$ cat src/udp_payload_timestamp_inserter_assert.svh
// ----------------------------------------------------------------------------
// udp_payload_timestamp_inserter_assert.svh
// assertion macros for the timestamp inserter
// ----------------------------------------------------------------------------
`ifndef UDP_PAYLOAD_TIMESTAMP_INSERTER_ASSERT_SVH
`define UDP_PAYLOAD_TIMESTAMP_INSERTER_ASSERT_SVH

// same-cycle implication
`define UTS_ASSERT_NOW(label, clk, rst, ante, cons, msg) \
   label: assert property (@(posedge clk) disable iff (rst) (ante) |-> (cons)) \
      else $error(msg);

// next-cycle implication
`define UTS_ASSERT_NEXT(label, clk, rst, ante, cons, msg) \
   label: assert property (@(posedge clk) disable iff (rst) (ante) |=> (cons)) \
      else $error(msg);

`endif

$ cat src/udp_ts_pkg.sv
// ----------------------------------------------------------------------------
// udp_ts_pkg
// types and fixed frame offsets for the udp timestamp inserter
// ----------------------------------------------------------------------------
package udp_ts_pkg;

   // fixed header layout: ethernet, 20 byte ipv4, udp
   localparam int HOLD_START      = 40;
   localparam int POS_ETYPE_HI    = 12;
   localparam int POS_ETYPE_LO    = 13;
   localparam int POS_PROTO       = 23;
   localparam int POS_DPORT_HI    = 36;
   localparam int POS_DPORT_LO    = 37;
   localparam int TIME_BYTES      = 8;
   localparam int CSUM_BYTES      = 2;

   localparam logic [15:0] ETYPE_IPV4 = 16'h0800;
   localparam logic [7:0]  PROTO_UDP  = 8'd17;
   localparam logic [15:0] PORT_RESET = 16'd5000;

   typedef struct packed {
      logic [7:0]  data_byte;
      logic        last_byte;
      logic [63:0] time_ns;
   } req_type;

   typedef struct packed {
      logic [7:0] out_byte;
      logic       out_last;
   } rsp_type;

   typedef struct packed {
      logic shift;
      logic rewrite;
   } chain_ctl_type;

   typedef enum logic {
      ST_RUN,
      ST_FLUSH
   } state_type;

endpackage

$ cat src/udp_ts_cell.sv
// ----------------------------------------------------------------------------
// udp_ts_cell
// one byte of the holdback line, takes its neighbor's byte or an override byte on a shift
// ----------------------------------------------------------------------------
module udp_ts_cell (
   input  logic       clock,
   input  logic       shift_en,
   input  logic       ovr_en,
   input  logic [7:0] nbr_byte,
   input  logic [7:0] ovr_byte,
   output logic [7:0] cell_byte
);

   logic [7:0] byte_ff;
   logic [7:0] byte_in;

   always_comb begin
      byte_in = byte_ff;
      if (shift_en) begin
         byte_in = ovr_en ? ovr_byte : nbr_byte;
      end
   end

   always_ff @(posedge clock) begin
      byte_ff <= byte_in;
   end

   assign cell_byte = byte_ff;

endmodule

$ cat src/udp_ts_chain.sv
// ----------------------------------------------------------------------------
// udp_ts_chain
// row of holdback cells; bytes enter at the tail and leave at the head
// ----------------------------------------------------------------------------
module udp_ts_chain #(
   parameter int DEPTH = 18
) (
   input  logic                     clock,
   input  udp_ts_pkg::chain_ctl_type ctl,
   input  logic [7:0]               tail_byte,
   input  logic [63:0]              frame_time,
   output logic [7:0]               head_byte
);

   localparam int TIME_IDX = DEPTH - udp_ts_pkg::TIME_BYTES;

   logic [7:0] cell_q [DEPTH];

   for (genvar i = 0; i < DEPTH; i++) begin : g_cell
      logic [7:0] nbr;
      logic [7:0] ovr;
      logic       ovr_en;

      if (i == DEPTH - 1) begin : g_tail
         assign nbr = tail_byte;
      end else begin : g_mid
         assign nbr = cell_q[i+1];
      end

      // checksum cleared, timestamp little-endian at the end of the window
      if (i < udp_ts_pkg::CSUM_BYTES) begin : g_csum
         assign ovr    = 8'h00;
         assign ovr_en = ctl.rewrite;
      end else if (i >= TIME_IDX) begin : g_time
         assign ovr    = frame_time[8*(i-TIME_IDX) +: 8];
         assign ovr_en = ctl.rewrite;
      end else begin : g_keep
         assign ovr    = nbr;
         assign ovr_en = 1'b0;
      end

      udp_ts_cell u_cell (
         .clock     (clock),
         .shift_en  (ctl.shift),
         .ovr_en    (ovr_en),
         .nbr_byte  (nbr),
         .ovr_byte  (ovr),
         .cell_byte (cell_q[i])
      );
   end

   assign head_byte = cell_q[0];

endmodule

$ cat src/udp_payload_timestamp_inserter.sv
// bypass: a byte outside the holdback window is loaded straight into the output register when taken
// throughput: one byte per cycle while the output is not stalled, except after the window
// closes (byte 57 or a frame end inside it): then the 18-cell line flushes, input stalled
// reset: synchronous; clears position, captures, flush state, output valid and
// sets the match port to 5000; holdback cells are not reset
// ----------------------------------------------------------------------------
// udp_payload_timestamp_inserter
// byte-stream ingress timestamp insertion for matching udp frames
// ----------------------------------------------------------------------------
`include "udp_payload_timestamp_inserter_assert.svh"

module udp_payload_timestamp_inserter #(
   parameter int HOLD_DEPTH = 18
) (
   input  logic                clock,
   input  logic                reset,
   input  logic                req_valid,
   output logic                req_stall,
   input  udp_ts_pkg::req_type req_data,
   output logic                rsp_valid,
   input  logic                rsp_stall,
   output udp_ts_pkg::rsp_type rsp_data,
   input  logic                csr_wr_en,
   input  logic [15:0]         csr_wr_data
);

   localparam int HOLD_END = udp_ts_pkg::HOLD_START + HOLD_DEPTH - 1;
   localparam int POS_SAT  = HOLD_END + 1;
   localparam int POS_W    = $clog2(POS_SAT + 1);
   localparam int CNT_W    = $clog2(HOLD_DEPTH);

   udp_ts_pkg::state_type     state_ff, state_in;
   logic [POS_W-1:0]          pos_ff, pos_in;
   logic [15:0]               etype_ff, etype_in;
   logic [7:0]                proto_ff, proto_in;
   logic [15:0]               dport_ff, dport_in;
   logic [63:0]               ftime_ff, ftime_in;
   logic [15:0]               port_ff, port_in;
   logic [CNT_W-1:0]          flush_cnt_ff, flush_cnt_in;
   logic [CNT_W-1:0]          skip_ff, skip_in;
   logic                      fin_last_ff, fin_last_in;
   logic                      rsp_valid_ff, rsp_valid_in;
   udp_ts_pkg::rsp_type       rsp_data_ff, rsp_data_in;

   udp_ts_pkg::chain_ctl_type ctl;
   logic [7:0]                head_byte;
   logic                      out_free;
   logic                      accept;
   logic                      in_window;
   logic                      at_end;
   logic                      match;
   logic                      out_load;
   logic                      emit;
   logic                      step;
   udp_ts_pkg::rsp_type       out_word;

   assign out_free  = !rsp_valid_ff || !rsp_stall;
   assign req_stall = !((state_ff == udp_ts_pkg::ST_RUN) && out_free);
   assign accept    = req_valid && !req_stall;

   assign in_window = (pos_ff >= POS_W'(udp_ts_pkg::HOLD_START)) &&
                      (pos_ff <= POS_W'(HOLD_END));
   assign at_end    = (pos_ff == POS_W'(HOLD_END));
   assign match     = (etype_ff == udp_ts_pkg::ETYPE_IPV4) &&
                      (proto_ff == udp_ts_pkg::PROTO_UDP) &&
                      (dport_ff == port_ff);

   // header captures and frame bookkeeping
   always_comb begin
      pos_in   = pos_ff;
      etype_in = etype_ff;
      proto_in = proto_ff;
      dport_in = dport_ff;
      ftime_in = ftime_ff;
      port_in  = csr_wr_en ? csr_wr_data : port_ff;
      if (accept) begin
         if (pos_ff == '0) begin
            ftime_in = req_data.time_ns;
         end
         if (pos_ff == POS_W'(udp_ts_pkg::POS_ETYPE_HI)) begin
            etype_in[15:8] = req_data.data_byte;
         end
         if (pos_ff == POS_W'(udp_ts_pkg::POS_ETYPE_LO)) begin
            etype_in[7:0] = req_data.data_byte;
         end
         if (pos_ff == POS_W'(udp_ts_pkg::POS_PROTO)) begin
            proto_in = req_data.data_byte;
         end
         if (pos_ff == POS_W'(udp_ts_pkg::POS_DPORT_HI)) begin
            dport_in[15:8] = req_data.data_byte;
         end
         if (pos_ff == POS_W'(udp_ts_pkg::POS_DPORT_LO)) begin
            dport_in[7:0] = req_data.data_byte;
         end
         if (req_data.last_byte) begin
            pos_in = '0;
         end else if (pos_ff < POS_W'(POS_SAT)) begin
            pos_in = pos_ff + 1'b1;
         end
      end
   end

   // run / flush control and output register load
   always_comb begin
      state_in     = state_ff;
      flush_cnt_in = flush_cnt_ff;
      skip_in      = skip_ff;
      fin_last_in  = fin_last_ff;
      ctl          = '0;
      out_load     = 1'b0;
      out_word     = '0;
      emit         = 1'b0;
      step         = 1'b0;
      case (state_ff)
         udp_ts_pkg::ST_RUN: begin
            if (accept) begin
               if (in_window) begin
                  ctl.shift = 1'b1;
                  if (at_end || req_data.last_byte) begin
                     ctl.rewrite  = at_end && match;
                     state_in     = udp_ts_pkg::ST_FLUSH;
                     flush_cnt_in = '0;
                     // cells ahead of the oldest held byte are stale
                     skip_in      = CNT_W'(POS_W'(HOLD_END) - pos_ff);
                     fin_last_in  = req_data.last_byte;
                  end
               end else begin
                  out_load          = 1'b1;
                  out_word.out_byte = req_data.data_byte;
                  out_word.out_last = req_data.last_byte;
               end
            end
         end
         udp_ts_pkg::ST_FLUSH: begin
            emit = (flush_cnt_ff >= skip_ff);
            step = !emit || out_free;
            if (step) begin
               ctl.shift    = 1'b1;
               flush_cnt_in = flush_cnt_ff + 1'b1;
               if (emit) begin
                  out_load          = 1'b1;
                  out_word.out_byte = head_byte;
                  out_word.out_last = fin_last_ff &&
                                      (flush_cnt_ff == CNT_W'(HOLD_DEPTH - 1));
               end
               if (flush_cnt_ff == CNT_W'(HOLD_DEPTH - 1)) begin
                  state_in = udp_ts_pkg::ST_RUN;
               end
            end
         end
         default: begin
            state_in = udp_ts_pkg::ST_RUN;
         end
      endcase
      rsp_valid_in = out_load || (rsp_valid_ff && rsp_stall);
      rsp_data_in  = out_load ? out_word : rsp_data_ff;
   end

   always_ff @(posedge clock) begin
      if (reset) begin
         state_ff     <= udp_ts_pkg::ST_RUN;
         pos_ff       <= '0;
         etype_ff     <= '0;
         proto_ff     <= '0;
         dport_ff     <= '0;
         ftime_ff     <= '0;
         port_ff      <= udp_ts_pkg::PORT_RESET;
         flush_cnt_ff <= '0;
         skip_ff      <= '0;
         fin_last_ff  <= 1'b0;
         rsp_valid_ff <= 1'b0;
      end else begin
         state_ff     <= state_in;
         pos_ff       <= pos_in;
         etype_ff     <= etype_in;
         proto_ff     <= proto_in;
         dport_ff     <= dport_in;
         ftime_ff     <= ftime_in;
         port_ff      <= port_in;
         flush_cnt_ff <= flush_cnt_in;
         skip_ff      <= skip_in;
         fin_last_ff  <= fin_last_in;
         rsp_valid_ff <= rsp_valid_in;
      end
   end

   always_ff @(posedge clock) begin
      rsp_data_ff <= rsp_data_in;
   end

   udp_ts_chain #(
      .DEPTH (HOLD_DEPTH)
   ) u_chain (
      .clock      (clock),
      .ctl        (ctl),
      .tail_byte  (req_data.data_byte),
      .frame_time (ftime_ff),
      .head_byte  (head_byte)
   );

   assign rsp_valid = rsp_valid_ff;
   assign rsp_data  = rsp_data_ff;

   `UTS_ASSERT_NEXT(a_window_close_flush, clock, reset, accept && at_end, (state_ff == udp_ts_pkg::ST_FLUSH) && (flush_cnt_ff == '0), "window close did not start a flush")
   `UTS_ASSERT_NOW(a_flush_blocks_input, clock, reset, state_ff == udp_ts_pkg::ST_FLUSH, req_stall, "word taken during holdback flush")
   `UTS_ASSERT_NEXT(a_frame_end_rewinds, clock, reset, accept && req_data.last_byte, pos_ff == '0, "byte position not cleared at frame end")
   `UTS_ASSERT_NOW(a_flush_load_free, clock, reset, out_load, out_free, "output register overwritten while held")

endmodule
$ cat config.mk
export PLATFORM = sky130hd
export DESIGN_NAME = udp_payload_timestamp_inserter
export DESIGN_NICKNAME = d
export VERILOG_FILES = /design/src/udp_ts_pkg.sv /design/src/udp_ts_cell.sv /design/src/udp_ts_chain.sv /design/src/udp_payload_timestamp_inserter.sv
export VERILOG_INCLUDE_DIRS = /design/src /design/src/src
export SDC_FILE = /design/constraint.sdc
export NUM_CORES = 1
export LEC_CHECK = 0
export ABC_AREA = 0
export BUFFER_PORTS_ARGS = -buffer_cell sky130_fd_sc_hd__buf_2
export CAP_MARGIN = 20
export CELL_PAD_IN_SITES_DETAIL_PLACEMENT = 0
export CELL_PAD_IN_SITES_GLOBAL_PLACEMENT = 1
export CORE_MARGIN = 10
export CORE_UTILIZATION = 49
export DETAILED_ROUTE_END_ITERATION = 10
export MAX_ROUTING_LAYER = met4
export PLACE_DENSITY = 0.83
export SYNTH_ARGS = -nofsm -noshare
export SYNTH_HDL_FRONTEND = slang
export SYNTH_HIERARCHICAL = 1
export SYNTH_SLANG_ARGS = --single-unit
$ cat constraint.sdc
create_clock -name clock -period 5.5 [get_ports clock]
set_input_delay 0.275 -clock clock [delete_from_list [all_inputs] [get_ports clock]]
set_output_delay 0.275 -clock clock [all_outputs]
set_load 0.02 [all_outputs]
# Word level (Yosys, flattened, before mapping)
# Index checks and enable logic that the tools add are counted.
dict set report word_totals {
  reg_bits 292
  in_bits 94
  output_inout_bits 11
  wordCells 119
}
dict set report classes {
  n_addsub 3
  n_lt_le_gt_ge 4
  eq_ne 14
  muxes 37
  bitwise 1
  n_reduce_logical 27
}
# operator n
set ops {}
lappend ops {{8-bit two-way mux} 8}
lappend ops {{9-bit two-way mux} 4}
lappend ops {{5-bit two-way mux} 4}
lappend ops {{6-bit equality test (second input constant)} 3}
lappend ops {{9-bit case mux with 2 select lines} 1}
lappend ops {{16-bit by 12-bit equality test with 1-bit output (second input constant)} 1}
lappend ops {{16-bit equality test} 1}
lappend ops {{2-bit AND reduction} 7}
lappend ops {{6-bit by 4-bit equality test with 1-bit output (second input constant)} 2}
lappend ops {{1-bit two-way mux} 12}
lappend ops {{6-bit two-way mux} 2}
lappend ops {{5-bit case mux with 2 select lines} 1}
lappend ops {{8-bit by 5-bit equality test with 1-bit output (second input constant)} 1}
lappend ops {{1-bit logical AND} 8}
lappend ops {{4-bit AND reduction} 2}
lappend ops {{6-bit by 1-bit adder with 6-bit output (second input constant)} 1}
lappend ops {{6-bit by 5-bit equality test with 1-bit output (second input constant)} 1}
lappend ops {{6-bit >= comparator (second input constant)} 1}
lappend ops {{6-bit <= comparator (second input constant)} 1}
lappend ops {{6-bit logical NOT} 1}
lappend ops {{6-bit less-than comparator (second input constant)} 1}
lappend ops {{1-bit case mux with 2 select lines} 3}
lappend ops {{5-bit by 1-bit adder with 5-bit output (second input constant)} 1}
lappend ops {{5-bit equality test (second input constant)} 1}
lappend ops {{9 further kinds} 18}

# Depth between registers and ports, before layout
# Gate-level depths: netlist of the first run.
dict set report depth {
  ltp_word 9
  depth_mapped 8
  ltp_nobuf 7
}

# Modules after synthesis
# The synthesis of the first run kept the hierarchy.
# mod n_inst cells_each area_per_inst_um2 seq_area_each_um2
set modules_own_cells {}
lappend modules_own_cells {udp_ts_cell 18 17 371.6 240.2}
lappend modules_own_cells {udp_payload_timestamp_inserter 1 666 6003.3 3052.9}
lappend modules_own_cells {udp_ts_chain 1 1 3.8 0.0}

# Worst setup path after synthesis of the first run
# Ideal clock, no wire load.
dict set report synth_path {
  path_type {register to register}
  startpoint {register flush_cnt_ff[0]}
  endpoint {register u_chain.g_cell[0].u_cell.byte_ff[0], enable pin}
  setup_ns 0.509
  arrival_ns 4.309
  t_required_ns 4.991
  slack_ns 0.682
  stages_incl_launch_ff 7
  path_buffers 0
  period_less_slack_ns 4.818
  cell_sequence {dfxtp_1 -> inv_1 -> ha_1 -> nand2b_1 -> a31oi_1 -> o221ai_1 -> nand2_1}
}
# item line_no
set synth_lines {}
lappend synth_lines {{start, declared} udp_payload_timestamp_inserter.sv:39} ;# logic [CNT_W-1:0] flush_cnt_ff, flush_cnt_in;
lappend synth_lines {{start signal, assigned} udp_payload_timestamp_inserter.sv:180} ;# flush_cnt_ff <= flush_cnt_in;
lappend synth_lines {{end signal, assigned} udp_ts_cell.sv:25} ;# byte_ff <= byte_in;
lappend synth_lines {{end, declared} udp_ts_cell.sv:14} ;# logic [7:0] byte_ff;

==> results of run 1 <==
kinds of logic after synthesis:
family,synth area share
and+or+nand+nor,0.0941
DFF,0.581
other,0.000295
muxes,0.211
buffers and inverters,0.0329
AOI/OAI and AO/OA,0.0538
adders and majority gates,0.0128
xor gates and xnor gates,0.0145
power breakdown:
| part | switching (µW) | leakage (µW) | internal, µW | total [µW] |
|---|---|---|---|---|
| logic | 151 | 0.00310 | 138 | 289 |
| clock network | 818 | 0.000448 | 1060 | 1880 |
| registers | 25.2 | 0.00252 | 2320 | 2350 |
per-stage QoR:
step | hold WS, ns | std cells | total power (µW) | area (µm²)
global route | 0.0199 | 1507 | 4680 | 15100
floorplan | 0.397 | 996 | 2560 | 12800
detailed placement | 0.446 | 1379 | 2640 | 13400
CTS | 0.00167 | 1506 | 4560 | 15100
global placement | 0.442 | 1379 | 2640 | 13400
finish | 0.0182 | 1507 | 4520 | 15100
sequential cells by signal, summed over array words and instances, names as in the netlist:
signal and cells:
proto_ff 8, rsp_valid 1, fin_last_ff 1, rsp_data 9
state_ff 1, dport_ff 16, port_ff 16, u_chain/g_cell.u_cell/cell_byte 144
skip_ff 5, etype_ff 16, flush_cnt_ff 5, ftime_ff 64
pos_ff 6
routing by layer:
metal | up-vias | global-route usage | share of wire | routed length, µm
met5 | - | - | 0 | 0
met4 | 0 | 0.0293 | 0.015 | 365
met3 | 36 | 0.0226 | 0.037 | 894
met2 | 158 | 0.234 | 0.48 | 11600
met1 | 3638 | 0.193 | 0.47 | 11500
li1 | 3810 | - | - | -
layout make-up:
class	count	area, µm²	share of cell area
clock buffers	37	787	0.0522
clock inverters	19	126	0.00837
inverters	16	60.1	0.00398
multi-input cells	633	5010	0.332
flip-flops and latches	292	7380	0.489
well taps	330	413	0.0274
repair buffers	180	1320	0.0872
critical path: stages (launching register included):
cell and delay (ns):
sky130_fd_sc_hd__dfxtp_1 0.32, sky130_fd_sc_hd__xor2_1 0.16, sky130_fd_sc_hd__nor4_1 0.39, sky130_fd_sc_hd__nand4_1 0.13, sky130_fd_sc_hd__or4_1 0.59, sky130_fd_sc_hd__nor4_4 0.33
sky130_fd_sc_hd__buf_12 0.42, sky130_fd_sc_hd__mux2_4 0.35
worst max-delay path by stage:
stage,startpoint,to,slack [ns],cells after the start
floorplan,flush_cnt_ff[0],u_chain/g_cell[0].u_cell/cell_byte[0],0.68,6
global placement,port_ff[11],u_chain/g_cell[14].u_cell/cell_byte[4],2.49,7
detailed placement,flush_cnt_ff[0],u_chain/g_cell[14].u_cell/cell_byte[5],2.41,7
CTS,flush_cnt_ff[0],u_chain/g_cell[11].u_cell/cell_byte[0],2.42,7
global route,flush_cnt_ff[0],u_chain/g_cell[10].u_cell/cell_byte[7],2.20,7
finish,port_ff[11],u_chain/g_cell[10].u_cell/cell_byte[4],2.37,7
layout by cell type, fill, tap and decap left out, types with 4 or more instances in the layout:
cell | netlist | final
sky130_fd_sc_hd__a211o_1 | 5 | 5
sky130_fd_sc_hd__a21oi_1 | 74 | 74
sky130_fd_sc_hd__a22o_1 | 8 | 8
sky130_fd_sc_hd__buf_2 | 13 | 103
sky130_fd_sc_hd__clkbuf_1 | 23 | 6
sky130_fd_sc_hd__clkbuf_16 | 0 | 30
sky130_fd_sc_hd__clkinv_1 | 0 | 10
sky130_fd_sc_hd__clkinv_2 | 0 | 5
sky130_fd_sc_hd__conb_1 | 1 | 24
sky130_fd_sc_hd__dfxtp_1 | 139 | 139
sky130_fd_sc_hd__dlygate4sd3_1 | 0 | 71
sky130_fd_sc_hd__edfxtp_1 | 153 | 153
sky130_fd_sc_hd__ha_1 | 13 | 13
sky130_fd_sc_hd__inv_1 | 16 | 16
sky130_fd_sc_hd__mux2_4 | 144 | 144
sky130_fd_sc_hd__mux2i_1 | 51 | 51
sky130_fd_sc_hd__nand2_1 | 149 | 148
sky130_fd_sc_hd__nand3_1 | 5 | 4
sky130_fd_sc_hd__nand4_1 | 6 | 6
sky130_fd_sc_hd__nand4_2 | 4 | 4
sky130_fd_sc_hd__nor2_1 | 63 | 63
sky130_fd_sc_hd__nor2b_1 | 7 | 7
sky130_fd_sc_hd__nor3_1 | 4 | 4
sky130_fd_sc_hd__nor4_1 | 5 | 5
sky130_fd_sc_hd__o21ai_0 | 5 | 5
sky130_fd_sc_hd__or3_1 | 6 | 6
sky130_fd_sc_hd__xnor2_1 | 15 | 15
sky130_fd_sc_hd__xor2_1 | 6 | 6
what timing repair did:
action	in CTS	in global routing
endpoints found under the hold margin	71	0
hold buffers	71	0
setup endpoints to repair	0	0
==> results_dict.tcl, run 1 <==
set metrics [dict create \
    outcome "completed" \
    post_synth_instance_area_um2 12700 \
    insertion_delay_ns 0.55 \
    final_hold_viol_count 0 \
    fin_nets 1260 \
    synthMostInstantiatedCell "sky130_fd_sc_hd__edfxtp_1" \
    cts.reportedPaths.clkPinSlew_ns 0.06 \
    postSynthAreaPerCell_um2 13.0 \
    place.detailed.hpwl_um 15400 \
    hp-start "req_data[5]" \
    floorplan.initialDensity 0.501 \
    cts_made_buffers 30 \
    critPathKind "reg -> reg" \
    syn2layout_area_growth_pct 18.9 \
    clkSinkCount 292 \
    h_tree_levels 1 \
    cts_setup_buffers 0 \
    die_area_um2 32700 \
    vdd_ir_drop_max_mv 0.210 \
    maxCapViolations 0 \
    dpl_worst_slack_ns 2.41 \
    filler_cells_inserted 2010 \
    synthCells 973 \
    globalRouteOverflowTotal 0 \
    edff_count_synth 153 \
    yosys_warnings 6 \
    ffs_latches_synth 292 \
    synth_top_flop_cell "sky130_fd_sc_hd__edfxtp_1" \
    nature_of_the_critical_path_startpoint "register" \
    io-pin-count 105 \
    r2r-end "u_chain/g_cell[10].u_cell/cell_byte[4]" \
    post-route-util 0.596 \
    synth.distinct_cells 52 \
    cts.repair.resized 0 \
    cts-root-to-sink-buffers 3 \
    synth-seq-area-share 0.581 \
    routabilityCongestion 0.776 \
    critical_path.max_fanout 80 \
    drc_markers 0 \
    chipWidth_um 181 \
    report.final.setup_viol 0 \
    maxClockFrequency_ghz 0.320 \
    final_wirelength_um 24400 \
    design.core.area_um2 25300 \
    layout_min_cycle_time_ns 3.13 \
    whs_endpoint "ftime_ff[5]" \
    max-slew-margin-rel 0.440 \
    critPathCaptureType "register" \
    grt_start_max_net_pins 82 \
    min_path_type "in -> reg" \
    number_of_nets_with_antenna_violations_after_detailed_routing 0 \
    fin_setup_tns_ns 0 \
    synth_top_area_share 0.362 \
    synth_top_cells_by_area "sky130_fd_sc_hd__edfxtp_1 (36%), sky130_fd_sc_hd__dfxtp_1 (22%), sky130_fd_sc_hd__mux2_4 (17%)" \
    number_of_global_route_vias_before_repair 7661 \
    fin_crit_sh 0.569 \
    slew_viol_final 0 \
    drt-wirelength-per-cell_um 16.2 \
    synthTopCellsByCount "sky130_fd_sc_hd__edfxtp_1 (153), sky130_fd_sc_hd__nand2_1 (149), sky130_fd_sc_hd__mux2_4 (144), sky130_fd_sc_hd__dfxtp_1 (139), sky130_fd_sc_hd__a21oi_1 (74)" \
    rsz0062_at_grt "false" \
    setup.reg_to_reg.worst_slack_ns 2.37 \
    drc_violation_total_after_the_first_tritonroute_iteration 421 \
    antenna_violations_before_repair 0 \
    layout-drive-gt1-share 0.259 \
    yosys.area.top_type "sky130_fd_sc_hd__edfxtp_1" \
    io_buffers 104 \
    ff2ff_path_depth 7 \
    rows 58 \
    tritoncts "yes" \
    vias 7642 \
    r2r_start "port_ff[11]" \
    asyncSetResetFlopFracSynth 0 \
    groute.usage.overall 0.146 \
    clock_tree.root_cell "sky130_fd_sc_hd__clkbuf_16" \
    data_arrival_time_of_the_worst_path_ns 3.41 \
    die_height_um 181 \
    vias_per_cell 5.07 \
    antennaDiodeCount 0 \
    detail_route.first_pass.iterations 5 \
    areal_power_density_over_the_cells_nw_per_um2 299 \
    worst_slew_pin_slew_ns 0.841 \
    leakage_dissipation_uw 0.00606 \
    timing.critical_path.required_ns 5.79 \
    worst_slack_ns 2.37 \
    whs_path_depth 3 \
    skew_ns 0.0171 \
    grt_first_pass_wirelength_um 39100 \
]
(Power assumes the default switching activity.)
==> inputs of run 2 (changes only) <==
--- a/config.mk
+++ b/config.mk
@@ -12,10 +12,10 @@
 export CELL_PAD_IN_SITES_DETAIL_PLACEMENT = 0
 export CELL_PAD_IN_SITES_GLOBAL_PLACEMENT = 1
 export CORE_MARGIN = 10
-export CORE_UTILIZATION = 49
+export CORE_UTILIZATION = 44
 export DETAILED_ROUTE_END_ITERATION = 10
 export MAX_ROUTING_LAYER = met4
-export PLACE_DENSITY = 0.83
+export PLACE_DENSITY = 0.79
 export SYNTH_ARGS = -nofsm -noshare
 export SYNTH_HDL_FRONTEND = slang
 export SYNTH_HIERARCHICAL = 1
==> constraint.sdc (replaced) <==
create_clock -name clock -period 2.7 [get_ports clock]
set_input_delay 0.135 -clock clock [delete_from_list [all_inputs] [get_ports clock]]
set_output_delay 0.135 -clock clock [all_outputs]
set_load 0.02 [all_outputs]
==> results_dict.tcl, run 2 (synthesis gave the netlist of run 1 again) <==
set metrics [dict create \
    drt-wirelength-per-cell_um 15.6 \
    cts.reportedPaths.clkPinSlew_ns 0.06 \
    die_height_um 190 \
    met1_length_um 11900 \
    min_path_type "in -> reg" \
    chipWidth_um 190 \
    clkSinkCount 292 \
    slew_viol_final 0 \
    max-slew-margin-rel 0.442 \
    vdd_ir_drop_max_mv 0.665 \
    combinationalPowerShare 0.065 \
    crit_path_top_delay_cell "sky130_fd_sc_hd__or4_4" \
    io_buffers 104 \
    die_area_um2 36000 \
    floorplan.initialDensity 0.444 \
    antennaDiodeCount 0 \
    clock_tree.root_cell "sky130_fd_sc_hd__clkbuf_16" \
    groute.usage.overall 0.141 \
    insertion_delay_ns 0.57 \
    data_arrival_time_of_the_worst_path_ns 2.95 \
    worst_slew_pin_slew_ns 0.837 \
    critPathCaptureType "register" \
    detail_route.first_pass.iterations 4 \
    vias_per_cell 4.79 \
    critPathKind "reg -> reg" \
    largest_register_ffs 144 \
    skew_ns 0.0332 \
    tritoncts "yes" \
    vias 7690 \
    route.met3.wl_um 966 \
    total_power_uw 9590 \
    critical_path.max_fanout 13 \
    rsz0062_at_grt "true" \
    internal-power_uw 7520 \
    fin_worst_hold_slack_ns 0.0587 \
    grt_first_pass_wirelength_um 40700 \
    drc_violation_total_after_the_first_tritonroute_iteration 413 \
    leakage_dissipation_uw 0.00637 \
    maxClockFrequency_ghz 0.376 \
    cts_made_buffers 30 \
    io-pin-count 105 \
    highest_layer "met4" \
    areal_power_density_over_the_cells_nw_per_um2 607 \
    place.detailed.hpwl_um 16500 \
    met2_length_um 11800 \
    final_hold_viol_count 0 \
    globalRouteOverflowTotal 0 \
    h_tree_levels 1 \
    most-common-layout-cells "sky130_fd_sc_hd__edfxtp_1 (153), sky130_fd_sc_hd__nand2_1 (148), sky130_fd_sc_hd__mux2_4 (144)" \
    layout.cells.most_common "sky130_fd_sc_hd__edfxtp_1" \
    outcome "completed" \
    number_of_nets_with_antenna_violations_after_detailed_routing 0 \
    final_wirelength_um 25100 \
    layout_min_cycle_time_ns 2.66 \
    drc_markers 0 \
    syn2layout_area_growth_pct 24.4 \
    design.core.area_um2 28600 \
    routabilityCongestion 0.799 \
    cts-root-to-sink-buffers 3 \
    grt_start_max_net_pins 79 \
    fin_setup_tns_ns 0 \
    nature_of_the_critical_path_startpoint "register" \
    cell_type_with_the_highest_occurrence_count_on_the_critical_path "sky130_fd_sc_hd__buf_12" \
    fin_crit_sh 0.986 \
    timing.critical_path.required_ns 2.99 \
    rows 62 \
    fin_nets 1304 \
    antenna_violations_before_repair 0 \
    seq_power_share 0.499 \
    timing.critical_path.cells "xor2_1, nor4_2, nand4_1, or4_4, nor4_4, buf_12, buf_12, mux2_4" \
    power.share.clock 0.436 \
    report.final.setup_viol 0 \
    maxCapViolations 0 \
    number_of_global_route_vias_before_repair 7787 \
    netSwitchingFraction 0.216 \
    layout-drive-gt1-share 0.280 \
    cp_slowest_stage_delay_ns 0.56 \
    power.switching_uw 2070 \
]
## run 2: cell count changes in the layout (fill, tap and decap cells not counted), sizes merged
cell         before  now
buf             109  134
inv              16   18
clkinvlp          0    1
dlygate4sd3      71   90
clkbuf           37   34
clkinv           18   14
bufinv            1    4
## run 2: what timing repair did
item,CTS,global route
hold buffers,90,0
gates resized for setup,1,2
buffers inserted,0,1
endpoints found under the setup margin,43,79
hold endpoints to repair,120,0
pin swaps,0,1
## run 2: through the flow
stage | area, µm² | cells | utilization | setup WS, ns
after global placement | 13900 | 1458 | 0.484 | 0.0389
after floorplan | 12800 | 996 | - | 0.00199
after global routing | 15800 | 1604 | 0.552 | -0.122
after CTS | 15800 | 1603 | 0.551 | 0.00807
after detailed placement | 13900 | 1458 | 0.484 | -0.0139
final | 15800 | 1604 | 0.552 | 0.0378
## run 2: final cells by class
| class | count | area (µm²) |
|---|---|---|
| timing repair buffer | 224 | 1830 |
| multi-input combinational | 633 | 5030 |
| clock inverter | 21 | 234 |
| inverter | 16 | 60.1 |
| clock buffer | 34 | 786 |
| sequential | 292 | 7380 |
| fill | 2304 | 12800 |
| tap | 384 | 480 |
## run 2: worst paths after layout
check / start / to / slack, ns / cells past startpoint
max: port_ff[7] / u_chain/g_cell[0].u_cell/cell_byte[0] / 0.04 / 8
min: req_valid / pos_ff[3] / 0.06 / 4
max reg2reg: port_ff[7] / u_chain/g_cell[0].u_cell/cell_byte[0] / 0.04 / 8
min reg2reg: ftime_ff[15] / ftime_ff[15] / 0.45 / 2
## run 2: critical path, delay by kind of cell, from the launching register on
| kind | cells | cell delay [ns] |
|---|---|---|
| XOR/XNOR | 1 | 0.17 |
| multiplexers | 1 | 0.31 |
| flip-flops | 1 | 0.32 |
| buffers and inverters | 2 | 0.37 |
| AND/OR/NAND/NOR | 4 | 1.20 |
## run 2: routing by layer
metal  vias up  global-route usage
li1       3906                   -
met1      3612               0.186
met2       140               0.222
met3        32              0.0251
met4         0              0.0327
met5         -                   -
## run 2: power by group through the flow
stage / Combinational, µW / Sequential (µW) / Clock, µW
finish: 623 / 4790 / 4180
global placement: 512 / 4880 / 0
detailed placement: 518 / 4880 / 0
global route: 689 / 4790 / 4470
CTS: 620 / 4790 / 4290
floorplan: 333 / 4880 / 0
